`config.mk`:
```
export PLATFORM = sky130hd
export DESIGN_NAME = cicv_post
export DESIGN_NICKNAME = d
export VERILOG_FILES = /design/src/sv/color_invariant_pixel_converter_macros.svh /design/src/sv/cicv_pkg.sv /design/src/sv/cicv_post.sv
export SDC_FILE = /design/constraint.sdc
export NUM_CORES = 1
export LEC_CHECK = 0
export ABC_CLOCK_PERIOD_IN_PS = 5100
export BUFFER_PORTS_ARGS = -buffer_cell sky130_fd_sc_hd__buf_2
export CORE_AREA = 2 2 161 163
export DETAILED_ROUTE_END_ITERATION = 12
export DIE_AREA = 0 0 163 165
export SETUP_SLACK_MARGIN = 0.4
export SYNTH_ARGS = -nofsm -noshare
export SYNTH_HDL_FRONTEND = slang
export SYNTH_SLANG_ARGS = --single-unit
```
`constraint.sdc`:
```
create_clock -name vclk -period 5.1
set_input_delay 0.51 -clock vclk [all_inputs]
set_output_delay 0.51 -clock vclk [all_outputs]
set_load 0.05 [all_outputs]
```
`src/sv/color_invariant_pixel_converter_macros.svh`:
```
// ----------------------------------------------------------------------------
// Color invariant pixel converter assertion macros
// Shared concurrent assertion forms for the converter checks.
// ----------------------------------------------------------------------------
`ifndef COLOR_INVARIANT_PIXEL_CONVERTER_MACROS_SVH
`define COLOR_INVARIANT_PIXEL_CONVERTER_MACROS_SVH

`define CICV_ASSERT_SAME(label, clk, rst, pre, post) \
   label: assert property (@(posedge clk) disable iff (rst) (pre) |-> (post)) \
      else $error("check failed");

`define CICV_ASSERT_NEXT(label, clk, rst, pre, post) \
   label: assert property (@(posedge clk) disable iff (rst) (pre) |=> (post)) \
      else $error("check failed");

`define CICV_ASSERT_RESET(label, clk, pre, post) \
   label: assert property (@(posedge clk) (pre) |=> (post)) \
      else $error("check failed");

`endif

```
`src/sv/cicv_pkg.sv`:
```
// ----------------------------------------------------------------------------
// Color invariant pixel converter package
// Types, widths and the arctangent table shared by the converter modules.
// ----------------------------------------------------------------------------
package cicv_pkg;

   localparam int CordicSteps = 16;
   localparam int CoreDepth = CordicSteps + 1;
   localparam int DivSteps = 8;
   localparam int RemW = 26;
   localparam int DvsW = 18;
   localparam int XyW = 27;
   localparam int ZW = 19;
   localparam int FracW = 16;

   localparam logic [15:0] LumaWeightR = 16'd19595;
   localparam logic [15:0] LumaWeightG = 16'd38470;
   localparam logic [15:0] LumaWeightB = 16'd7471;

   typedef enum logic [1:0] {
      MODE_NORM    = 2'd0,
      MODE_LUMA    = 2'd1,
      MODE_C1C2C3  = 2'd2,
      MODE_L1L2L3  = 2'd3
   } mode_type;

   typedef struct packed {
      logic [7:0] blue_in;
      logic [7:0] green_in;
      logic [7:0] red_in;
   } pixel_in_type;

   typedef struct packed {
      logic [7:0] out_slot0;
      logic [7:0] out_slot1;
      logic [7:0] out_slot2;
   } pixel_out_type;

   typedef struct packed {
      logic [RemW-1:0]       rem;
      logic [DvsW-1:0]       dvs;
      logic [DivSteps-1:0]   quo;
      logic signed [XyW-1:0] x;
      logic signed [XyW-1:0] y;
      logic signed [ZW-1:0]  z;
      logic                  force_zero;
      logic                  force_full;
   } lane_type;

   typedef struct packed {
      lane_type [2:0] lane;
      logic [7:0]     luma;
      mode_type       mode;
   } stage_type;

   function automatic logic signed [ZW-1:0] atan_angle(input logic [3:0] idx);
      logic signed [ZW-1:0] a;
      unique case (idx)
         4'd0:    a = 19'sd51472;
         4'd1:    a = 19'sd30386;
         4'd2:    a = 19'sd16055;
         4'd3:    a = 19'sd8150;
         4'd4:    a = 19'sd4091;
         4'd5:    a = 19'sd2047;
         4'd6:    a = 19'sd1024;
         4'd7:    a = 19'sd512;
         4'd8:    a = 19'sd256;
         4'd9:    a = 19'sd128;
         4'd10:   a = 19'sd64;
         4'd11:   a = 19'sd32;
         4'd12:   a = 19'sd16;
         4'd13:   a = 19'sd8;
         4'd14:   a = 19'sd4;
         default: a = 19'sd2;
      endcase
      return a;
   endfunction

endpackage

```
`src/sv/cicv_post.sv`:
```
// ----------------------------------------------------------------------------
// Color invariant pixel converter back end
// Scales angles, applies special cases and picks each output slot.
// ----------------------------------------------------------------------------
module cicv_post (
   input  cicv_pkg::stage_type     fin,
   output cicv_pkg::pixel_out_type pixel
);

   function automatic logic [7:0] lane_result(input cicv_pkg::mode_type mode,
                                              input cicv_pkg::lane_type l);
      logic signed [28:0] p;
      logic signed [28:0] t;
      logic [7:0] v;
      p = (29'(l.z) <<< 8) - 29'(l.z) + 29'sd32768;
      t = p >>> cicv_pkg::FracW;
      if (l.force_zero) begin
         v = 8'd0;
      end else if (l.force_full) begin
         v = 8'd255;
      end else if (mode == cicv_pkg::MODE_C1C2C3) begin
         if (p < 0) v = 8'd0;
         else if (t > 29'sd255) v = 8'd255;
         else v = t[7:0];
      end else begin
         v = l.quo;
      end
      return v;
   endfunction

   always_comb begin
      pixel.out_slot0 = (fin.mode == cicv_pkg::MODE_LUMA) ? fin.luma
                                                         : lane_result(fin.mode, fin.lane[0]);
      pixel.out_slot1 = lane_result(fin.mode, fin.lane[1]);
      pixel.out_slot2 = lane_result(fin.mode, fin.lane[2]);
   end

endmodule

```
; ---- Yosys cells after proc, flatten, opt, wreduce, memory -nomap -nowiden
; Cells that the tools add are included.
[totals]
ff_bits = 0
out_inout_bits = 24
word_cells = 30
[op_classes]
n_addsub = 6
n_lt_le_gt_ge = 6
n_eq_ne = 2
mux = 16
[op_table]
columns = cell, count
row1 = $mux 8, 16
row2 = $add 28x17->29 const B, 3
row3 = $lt 29x1->1 const B, 3
row4 = $sub 27x19->28, 3
row5 = $gt 13x9->1 const B, 3
row6 = $eq 2x1->1 const B, 1
row7 = $eq 2x2->1 const B, 1

; ---- Longest topological paths before layout
[depth]
depth_word = 9
ltp_mapped = 12
ltp_nobuf = 12

; ---- Worst setup path after synthesis
; No wires, ideal clock.
[synth_path]
kind = in2out
start = input port fin[150] (netlist bit)
end = output port pixel[11] (netlist bit)
t_arrival_ns = 3.816
t_required_ns = 4.590
slack_ns = 0.774
path_stages = 11
n_path_buf = 0
path_cell_list = inv_1 ha_1 ha_1 or4b_4 nor4_4 or3_4 o211ai_2 mux2i_1 or3_1 a2111oi_2 a211oi_1
[synth_lines]
columns = item, line
row1 = from (decl), cicv_post.sv:6  ; input cicv_pkg::stage_type fin,
row2 = to (decl), cicv_post.sv:7  ; output cicv_pkg::pixel_out_type pixel

==> flow_metrics.env <==
export IMPL_status="finished clean"
export IMPL_synth_top_cells_by_area="ha_1 34%, a21oi_1 7.8%, inv_1 6.5%, a21o_1 4.1%, xor2_1 3.4%"
export IMPL_power_density_nw_per_um2=124
export IMPL_crit_type="in2out"
export IMPL_post_route_util_pct=19.3
export IMPL_gr_usage_met1_pct=11.0
export IMPL_holdBufCountCts=0
export IMPL_power_frac_clock_pct=0
export IMPL_multiInputGateArea_um2=3560
export IMPL_cp_arrival_ps=3920
export IMPL_period_needed_ps=4430
export IMPL_dr_total_vias=4186
export IMPL_met3_usage_pct=1.38
export IMPL_crit_buf_inv=3
export IMPL_nClkBuffers=0
export IMPL_worstSetupStartpoint="fin[150]"
export IMPL_syn_to_final_growth_pct=25.7
export IMPL_dp_hpwl_um=11300
export IMPL_power_leakage_nw=2.48
export IMPL_p_sw_w=0.000366
export IMPL_fmax_mhz=226
export IMPL_final_cell_mix="121 x buf_2, 105 x ha_1, 67 x inv_1"
export IMPL_wl_um=12600
export IMPL_drt_iter0_drc=154
export IMPL_fin_nets=1135
export IMPL_gp_congestion=0.868
export IMPL_grt_use_met2_pct=16.8
export IMPL_syn_inst=523
export IMPL_syn_num_nets=1022
export IMPL_register_area_um2=0
export IMPL_cp_end_kind="output port"
export IMPL_rsz0062_at_grt="no"
export IMPL_synth_avg_cell_area_um2=7.36
export IMPL_final_period_utilization_pct=86.9
export IMPL_cp_cell_sequence="buf_2 -> inv_1 -> ha_1 -> ha_1 -> or4b_4 -> nor4_4 -> or3_4 -> o211ai_2 -> mux2i_1 -> or3_1 -> a2111oi_2 -> a211oi_1 -> buf_2"
export IMPL_layout_commonest_cell="buf_2"
export IMPL_hold_ws_ps=1480
export IMPL_drtAntennaViolNets=0
export IMPL_start_util_pct=15.4
export IMPL_slew_violations=0
export IMPL_cts_repair_resized=0
export IMPL_synth_top_area_share_pct=34.1
export IMPL_io_buffers=121
export IMPL_crit_end="pixel[11]"
export IMPL_cpPeakStageDelay_ps=480
export IMPL_via_per_inst=4.33
export IMPL_cp_required_ps=4590
export IMPL_gr_total_overflow=0
export IMPL_top_usage_layer="met2"
export IMPL_crit_cells=13
export IMPL_yosys_warnings=0
export IMPL_synth_cell_type_count=62
export IMPL_relSlewSlack_pct=57.0
export IMPL_synth_top_cell_by_area="ha_1"
export IMPL_fillerInstances=2844
export IMPL_grt_pass1_wl_um=19600
export IMPL_grt_usage_pct=8.91
export IMPL_avgRoutedWirePerCell_um=13.0
export IMPL_die_h_um=165
export IMPL_crit_slowest_cell="or4b_4"
export IMPL_tns_ps=0
export IMPL_grt_pass1_vias=4020
export IMPL_maxCapViolations=0
export IMPL_syn_cell_area_um2=3850
export IMPL_cts_setup_buffers=0
export IMPL_route_detailed_drc=0
export IMPL_std_cell_rows=58
export IMPL_path_max_fanout=5
export IMPL_seq_area_frac_synth_pct=0
export IMPL_tightestPinTransition_ps=643
export IMPL_die_w_um=163
export IMPL_critPathLaunchType="primary input"
export IMPL_crit_family="simple AND/OR/NAND/NOR gates"
export IMPL_fp_coreArea_um2=25000
export IMPL_swShare_pct=61.0
export IMPL_peakVddDrop_uv=65.4
export IMPL_intPower_w=0.000234
export IMPL_setup_viol=0
export IMPL_p_seq_share_pct=0
export IMPL_io_pins=415
export IMPL_drive_gt1_share_pct=20.8
export IMPL_combPwrFrac_pct=100.0
export IMPL_final_hold_violation_count=0
export IMPL_antenna_found_initial=2
export IMPL_hold_path_class="in2out"
export IMPL_grt_max_degree=25
export IMPL_design_seq_count=0
export IMPL_die_area_um2=26900
export IMPL_firstDrtPassIters=5
[layout make-up]
class                           instances  area share, %
Antenna cell                            2          0.103
Inverter                               67           5.20
Multi-Input combinational cell        445           73.5
Tap cell                              330           8.53
Timing Repair Buffer                  122           12.7
[metrics by stage]
step | std cells | cell area (um^2) | power, W | setup WS (ps)
3_3_place_gp | 964 | 4830 | 0.000593 | 609
3_5_place_dp | 964 | 4830 | 0.000598 | 592
2_1_floorplan | 523 | 3850 | 0.000438 | 774
6_report | 966 | 4840 | 0.000599 | 669
4_1_cts | 964 | 4830 | 0.000603 | 589
5_1_grt | 964 | 4830 | 0.000672 | 462
[Yosys cell counts, types with 4 or more instances]
master / instances
o21ai_1: 9
nor2b_1: 13
a211oi_1: 11
nor4_1: 5
xor2_1: 15
nor2_1: 18
a41oi_1: 5
nand2_1: 31
o211ai_1: 13
clkbuf_1: 9
a21o_1: 21
ha_1: 105
nand3_1: 9
o21ai_0: 19
a21oi_1: 60
inv_1: 67
o21bai_1: 12
xnor2_1: 10
and3_1: 4
nand2b_1: 8
nand4_1: 4
nor3_1: 8
[cell families after synthesis]
kind of cell | Yosys count | synth area share, %
adders and majority gates | 110 | 36.2
buffers and inverters | 78 | 7.61
and+or+nand+nor | 122 | 17.7
xor gates and xnor gates | 25 | 5.69
muxes | 3 | 0.780
AOI/OAI and AO/OA | 185 | 32.0
[per-layer routing]
metal  vias up  wire length [um]
li1       2172                 -
met1      1910              5530
met3         8               706
met4         0               162
met2        96              6180
met5         -                 0
[power groups by stage]
| stage | sequential [W] | clock (W) | combinational (W) |
|---|---|---|---|
| after global routing | 0 | 0 | 0.000672 |
| final | 0 | 0.0000000000526 | 0.000599 |
| after floorplan | 0 | 0 | 0.000438 |
| after global placement | 0 | 0 | 0.000593 |
| after CTS | 0 | 0 | 0.000603 |
| after detailed placement | 0 | 0 | 0.000598 |
[worst min-delay path by stage]
stage	endpoint	slack, ps	start	cells after the start
6_report	pixel[3]	1480	fin[265]	3
5_1_grt	pixel[3]	1480	fin[265]	3
4_1_cts	pixel[3]	1470	fin[265]	3
3_5_place_dp	pixel[3]	1470	fin[265]	3
3_3_place_gp	pixel[3]	1460	fin[265]	3
2_1_floorplan	pixel[1]	1200	fin[265]	1
Note: power is estimated with default switching activity, not from simulation.
