<file path="config.mk">
export PLATFORM = sky130hd
export DESIGN_NAME = cicv_prep
export DESIGN_NICKNAME = d
export VERILOG_FILES = /design/src/sv/color_invariant_pixel_converter_macros.svh /design/src/sv/cicv_pkg.sv /design/src/sv/cicv_prep.sv
export SDC_FILE = /design/constraint.sdc
export NUM_CORES = 1
export LEC_CHECK = 0
export ABC_AREA = 1
export ABC_CLOCK_PERIOD_IN_PS = 18800
export BUFFER_PORTS_ARGS = -buffer_cell sky130_fd_sc_hd__buf_2
export CAP_MARGIN = 5
export CORE_ASPECT_RATIO = 1.25
export CORE_MARGIN = 1
export CORE_UTILIZATION = 40
export DETAILED_ROUTE_END_ITERATION = 6
export RECOVER_POWER = 25
export SLEW_MARGIN = 20
export SYNTH_ARGS = -nofsm -noshare
export SYNTH_HDL_FRONTEND = slang
export SYNTH_SLANG_ARGS = --single-unit
</file>
<file path="constraint.sdc">
create_clock -name vclk -period 18.8
set_clock_uncertainty 0.15 [all_clocks]
set_input_delay 3.76 -clock vclk [all_inputs]
set_output_delay 3.76 -clock vclk [all_outputs]
set_load 0.03 [all_outputs]
</file>
<file path="src/sv/color_invariant_pixel_converter_macros.svh">
// ----------------------------------------------------------------------------
// Color invariant pixel converter assertion macros
// Shared concurrent assertion forms for the converter checks.
// ----------------------------------------------------------------------------
`ifndef COLOR_INVARIANT_PIXEL_CONVERTER_MACROS_SVH
`define COLOR_INVARIANT_PIXEL_CONVERTER_MACROS_SVH

`define CICV_ASSERT_SAME(label, clk, rst, pre, post) \
   label: assert property (@(posedge clk) disable iff (rst) (pre) |-> (post)) \
      else $error("check failed");

`define CICV_ASSERT_NEXT(label, clk, rst, pre, post) \
   label: assert property (@(posedge clk) disable iff (rst) (pre) |=> (post)) \
      else $error("check failed");

`define CICV_ASSERT_RESET(label, clk, pre, post) \
   label: assert property (@(posedge clk) (pre) |=> (post)) \
      else $error("check failed");

`endif

</file>
<file path="src/sv/cicv_pkg.sv">
// ----------------------------------------------------------------------------
// Color invariant pixel converter package
// Types, widths and the arctangent table shared by the converter modules.
// ----------------------------------------------------------------------------
package cicv_pkg;

   localparam int CordicSteps = 16;
   localparam int CoreDepth = CordicSteps + 1;
   localparam int DivSteps = 8;
   localparam int RemW = 26;
   localparam int DvsW = 18;
   localparam int XyW = 27;
   localparam int ZW = 19;
   localparam int FracW = 16;

   localparam logic [15:0] LumaWeightR = 16'd19595;
   localparam logic [15:0] LumaWeightG = 16'd38470;
   localparam logic [15:0] LumaWeightB = 16'd7471;

   typedef enum logic [1:0] {
      MODE_NORM    = 2'd0,
      MODE_LUMA    = 2'd1,
      MODE_C1C2C3  = 2'd2,
      MODE_L1L2L3  = 2'd3
   } mode_type;

   typedef struct packed {
      logic [7:0] blue_in;
      logic [7:0] green_in;
      logic [7:0] red_in;
   } pixel_in_type;

   typedef struct packed {
      logic [7:0] out_slot0;
      logic [7:0] out_slot1;
      logic [7:0] out_slot2;
   } pixel_out_type;

   typedef struct packed {
      logic [RemW-1:0]       rem;
      logic [DvsW-1:0]       dvs;
      logic [DivSteps-1:0]   quo;
      logic signed [XyW-1:0] x;
      logic signed [XyW-1:0] y;
      logic signed [ZW-1:0]  z;
      logic                  force_zero;
      logic                  force_full;
   } lane_type;

   typedef struct packed {
      lane_type [2:0] lane;
      logic [7:0]     luma;
      mode_type       mode;
   } stage_type;

   function automatic logic signed [ZW-1:0] atan_angle(input logic [3:0] idx);
      logic signed [ZW-1:0] a;
      unique case (idx)
         4'd0:    a = 19'sd51472;
         4'd1:    a = 19'sd30386;
         4'd2:    a = 19'sd16055;
         4'd3:    a = 19'sd8150;
         4'd4:    a = 19'sd4091;
         4'd5:    a = 19'sd2047;
         4'd6:    a = 19'sd1024;
         4'd7:    a = 19'sd512;
         4'd8:    a = 19'sd256;
         4'd9:    a = 19'sd128;
         4'd10:   a = 19'sd64;
         4'd11:   a = 19'sd32;
         4'd12:   a = 19'sd16;
         4'd13:   a = 19'sd8;
         4'd14:   a = 19'sd4;
         default: a = 19'sd2;
      endcase
      return a;
   endfunction

endpackage

</file>
<file path="src/sv/cicv_prep.sv">
// ----------------------------------------------------------------------------
// Color invariant pixel converter front end
// Forms dividends, divisors, rotation start vectors and luma for one pixel.
// ----------------------------------------------------------------------------
module cicv_prep (
   input  cicv_pkg::pixel_in_type pixel,
   input  cicv_pkg::mode_type     mode,
   output cicv_pkg::stage_type    prep
);

   function automatic logic [16:0] sq_diff(input logic [7:0] a, input logic [7:0] b);
      logic [7:0] d;
      d = (a >= b) ? a - b : b - a;
      return {1'b0, 16'(d) * 16'(d)};
   endfunction

   function automatic cicv_pkg::lane_type make_lane(
      input cicv_pkg::mode_type mode_v,
      input logic [16:0] num, input logic [16:0] den,
      input logic [7:0] cn, input logic [7:0] cd
   );
      cicv_pkg::lane_type l;
      l.rem = (cicv_pkg::RemW'(num) << 9) - (cicv_pkg::RemW'(num) << 1)
            + cicv_pkg::RemW'(den);
      l.dvs = {den, 1'b0};
      l.quo = '0;
      l.x = cicv_pkg::XyW'({cd, 16'd0});
      l.y = cicv_pkg::XyW'({cn, 16'd0});
      l.z = '0;
      if (mode_v == cicv_pkg::MODE_C1C2C3) begin
         l.force_zero = (cn == 8'd0);
         l.force_full = (cn != 8'd0) && (cd == 8'd0);
      end else begin
         l.force_zero = (den == 17'd0);
         l.force_full = 1'b0;
      end
      return l;
   endfunction

   logic [7:0]  b, g, r;
   logic [16:0] sum, sq_rg, sq_rb, sq_gb, tot;
   logic [23:0] luma_acc;
   logic [7:0]  max_rg, max_rb, max_gb;
   logic        sq_mode;

   always_comb begin
      b = pixel.blue_in;
      g = pixel.green_in;
      r = pixel.red_in;
      sum = 17'(b) + 17'(g) + 17'(r);
      sq_rg = sq_diff(r, g);
      sq_rb = sq_diff(r, b);
      sq_gb = sq_diff(g, b);
      tot = sq_rg + sq_rb + sq_gb;
      luma_acc = 24'(cicv_pkg::LumaWeightR) * 24'(r) + 24'(cicv_pkg::LumaWeightG) * 24'(g)
               + 24'(cicv_pkg::LumaWeightB) * 24'(b);
      max_rg = (r >= g) ? r : g;
      max_rb = (r >= b) ? r : b;
      max_gb = (g >= b) ? g : b;
      sq_mode = (mode == cicv_pkg::MODE_L1L2L3);
      prep.mode = mode;
      prep.luma = luma_acc[23:16];
      prep.lane[0] = make_lane(mode, sq_mode ? sq_gb : 17'(b), sq_mode ? tot : sum,
                               b, max_rg);
      prep.lane[1] = make_lane(mode, sq_mode ? sq_rb : 17'(g), sq_mode ? tot : sum,
                               g, max_rb);
      prep.lane[2] = make_lane(mode, sq_mode ? sq_rg : 17'(r), sq_mode ? tot : sum,
                               r, max_gb);
   end

endmodule

</file>
### After elaboration in Yosys (flattened, before gate mapping)

Cells that the tools add are included.

| word-level totals | value |
|---|---|
| register bits | 0 |
| output and inout bits | 391 |

| operators by class | value |
|---|---|
| add/subtract/negate cells | 18 |
| multiply operators | 6 |
| magnitude comparators | 3 |
| equality and inequality tests | 2 |
| mux-type cells | 13 |
| reduce and logical (&&, ||, !) cells | 13 |

Operators by type and width:

| operator | number |
|---|---|
| $add A26 B17 Y26 | 3 |
| $sub A25 B17 Y26 | 3 |
| $logic_not A8 Y1 | 6 |
| $mul A8 B8 Y16 | 3 |
| $mux W16 | 3 |
| $mux W8 | 6 |
| $sub A8 B8 Y8 | 6 |
| $mul A15 B8 Y23 const A | 2 |
| $add A23 B24 Y24 | 1 |
| $add A24 B21 Y24 | 1 |
| $ge A8 B8 Y1 | 3 |
| $reduce_bool A8 Y1 | 3 |
| $mul A13 B8 Y21 const A | 1 |
| $add A16 B16 Y17 | 1 |
| $add A17 B16 Y17 | 1 |
| $logic_not A17 Y1 | 1 |
| $mux W17 | 1 |
| $add A9 B8 Y10 | 1 |
| $add A8 B8 Y9 | 1 |
| $mux W2 | 3 |
| $eq A2 B2 Y1 const B | 2 |
| $logic_and A1 B1 Y1 | 3 |

### Depth between registers and ports, before layout

| depth | value |
|---|---|
| depth in word-level cells | 8 |
| depth in mapped cells | 56 |
| gate-level depth less buffers | 55 |

### Worst setup path before layout

Ideal clock, no wire load.

| path | value |
|---|---|
| kind | input -> output |
| from | in pixel[8] in the netlist's numbering |
| to | out prep[388] in the netlist's numbering |
| arrival time | 13.018 ns |
| required time | 14.890 ns |
| setup slack | 1.872 ns |
| stages on the path | 48 |
| path buffers | 1 |
| cells stage by stage | inv_1 > ha_1 > inv_1 > fa_1 > nand3_1 > nand3_1 > nand2_1 > nand3_4 > buf_2 > nand2_1 > nand2_1 > nor2_1 > inv_1 > fa_1 > inv_1 > fa_1 > inv_1 > fa_1 > (+12 left out) > ha_1 > a21oi_1 > nand2_1 > nand2_1 > nand2_1 > nor2_1 > inv_1 > fa_1 > inv_1 > ha_1 > nand2_1 > nor2_1 > inv_1 > nor3_1 > nand4_1 > nand3_1 > a21oi_1 > xnor2_1 |

RTL lines:

| element | line | RTL |
|---|---|---|
| start: declaration | cicv_prep.sv:6 | `input cicv_pkg::pixel_in_type pixel,` |
| end: declaration | cicv_prep.sv:8 | `output cicv_pkg::stage_type prep` |

==> impl_metrics.json <==
{
  "hpwl_mm": 63.7,
  "first_pass_iters": 7,
  "synthDistinctLibCells": 49,
  "n_clock_buffer": 0,
  "synth_warnings": 0,
  "setup_slack_ns": 0.810,
  "cp-end-kind": "output pin",
  "drc": 0,
  "grt_pass1_vias": 20200,
  "final_antenna_net_count": 0,
  "start_util_pct": 40.4,
  "placed_area_um2": 24000,
  "fmax_mhz": 55.6,
  "syn_area_um2": 23100,
  "antenna_found_initial": 4,
  "hold_violations": 0,
  "area_delta_synth_final_pct": 3.50,
  "die_width_um": 217,
  "worstSetupStartpointType": "primary input",
  "grt_max_degree": 67,
  "worstMarginPinSlew_ns": 1.13,
  "rsz0062_at_grt": "false",
  "fin_util_pct": 41.9,
  "drt-initial-drc-count": 1098,
  "relSlewSlack_pct": 24.9,
  "worstPathMaxFanout": 25,
  "drv_slew": 0,
  "dp_slack_ns": 0.711,
  "seq_area_frac_synth_pct": 0,
  "port_buffers": 219,
  "crit_top_cell": "inv_1",
  "max_stage_delay_ns": 0.57,
  "maxCapViolations": 0,
  "coreArea_um2": 57100,
  "postLayoutCellArea_um2": 23900,
  "arrival_ns": 14.08,
  "die_h_um": 271,
  "row_count": 98,
  "dieArea_um2": 58700,
  "track_usage_pct": 24.3,
  "final.period_utilization_pct": 95.7,
  "tns_ns": 0,
  "routed_wirelength_mm": 72.5,
  "status": "finished, final reports clean",
  "seq_cells": 0,
  "wl_per_cell_um": 17.1,
  "nFillCells": 6260,
  "nNetsFinal": 4172,
  "period_minus_slack_ns": 17.99,
  "cp.required_ns": 14.89,
  "finalSetupViolations": 0,
  "critPathSlowestCell": "fa_1",
  "synthCells": 3334,
  "drive_above_1_share_pct": 7.81,
  "vias": 20600,
  "syn_area_per_cell_um2": 6.93,
  "grt-ovfl-total": 0,
  "antenna_cells": 0,
  "register_area_um2": 0,
  "cts_setup_buffers": 0,
  "hold_path.class": "in -> out",
  "io_pins": 417,
  "gp_congestion": 0.968,
  "routed_via_density": 4.88,
  "grt_pass1_wl_mm": 111,
  "path_class": "in -> out"
}
metrics by stage:
stage	hold slack (ns)	std cells
after global placement	7.65	4233
after global routing	7.70	4233
after CTS	7.66	4233
after detailed placement	7.66	4233
after floorplan	7.50	3531
final	7.69	4233
per-layer routing:
layer	part of all wire (%)	track usage [%]
met1	41	28.6
met2	50	44.4
met3	4.1	1.39
met4	5.6	11.4
met5	0.043	0
final cells by class:
| cell class | instances | area (um^2) | area share [%] |
|---|---|---|---|
| Inverter | 722 | 2710 | 11.3 |
| Timing Repair Buffer | 244 | 1240 | 5.17 |
| Tap cell | 750 | 938 | 3.92 |
| Multi-Input combinational cell | 2517 | 19000 | 79.6 |
cells in the mapped netlist, drive strengths merged (7+ instances only):
| master | number | area share [%] |
|---|---|---|
| or2 | 12 | 0.32 |
| nand4 | 34 | 0.95 |
| nor2 | 255 | 4.2 |
| a21oi | 170 | 3.7 |
| ha | 419 | 23 |
| inv | 721 | 12 |
| fa | 242 | 21 |
| xor2 | 97 | 3.7 |
| nand2 | 623 | 10 |
| a21o | 17 | 0.55 |
| buf | 287 | 9.1 |
| o21ai | 135 | 2.9 |
| xnor2 | 57 | 2.2 |
| nand3b | 7 | 0.23 |
| nor3 | 33 | 0.71 |
| o21a | 11 | 0.36 |
| nand3 | 139 | 3.1 |
| o21bai | 16 | 0.57 |
| a31oi | 21 | 0.57 |
logic make-up (layout without fill, tap and decap cells):
| group | count (synthesis) | in the layout | share of synthesized area (%) |
|---|---|---|---|
| XOR/XNOR | 154 | 154 | 5.84 |
| buffers and inverters | 1014 | 966 | 20.9 |
| AO/OA/AOI/OAI | 393 | 393 | 9.52 |
| AND/OR/NAND/NOR | 1111 | 1111 | 20.1 |
| other | 1 | 198 | 0.0162 |
| adder cells (fa/ha/maj) | 661 | 661 | 43.7 |
worst max-delay path: cells and delay by family:
family / cells / cell delay, ns
adders and majority gates: 10 / 4.59
buffers and inverters: 14 / 1.93
AOI/OAI and AO/OA: 7 / 1.35
xor gates and xnor gates: 2 / 0.33
and+or+nand+nor: 13 / 2.08
what timing repair did:
item | CTS | global route
resized for setup | 0 | 2
setup endpoints to repair | 0 | 7
hold buffers | 0 | 0
path summary, 6_finish.rpt:
path	startpoint	endpoint	slack (ns)	depth (start not counted)
min	mode[0]	prep[0]	7.69	2
max	pixel[6]	prep[261]	0.81	46
cells in the final DEF (no fill, tap or decap), types with 5 or more instances in the layout:
cell type    n
a211oi_1     5
a21o_1      17
a21oi_1    167
a31oi_1     21
buf_2      196
buf_4       20
clkbuf_1    28
conb_1     198
fa_1       242
ha_1       419
inv_1      709
inv_2       12
nand2_1    606
nand2_2     16
nand3_1    136
nand3b_1     7
nand4_1     33
nor2_1     249
nor2_2       6
nor3_1      33
o211ai_1     5
o21a_1      11
o21ai_0    119
o21ai_1     15
o21bai_1    15
or2_2       11
xnor2_1     57
xor2_1      97
Power is left out: the tool's default activity adds up to more than one toggle a clock period on the data nets, which glitch-free logic cannot reach.
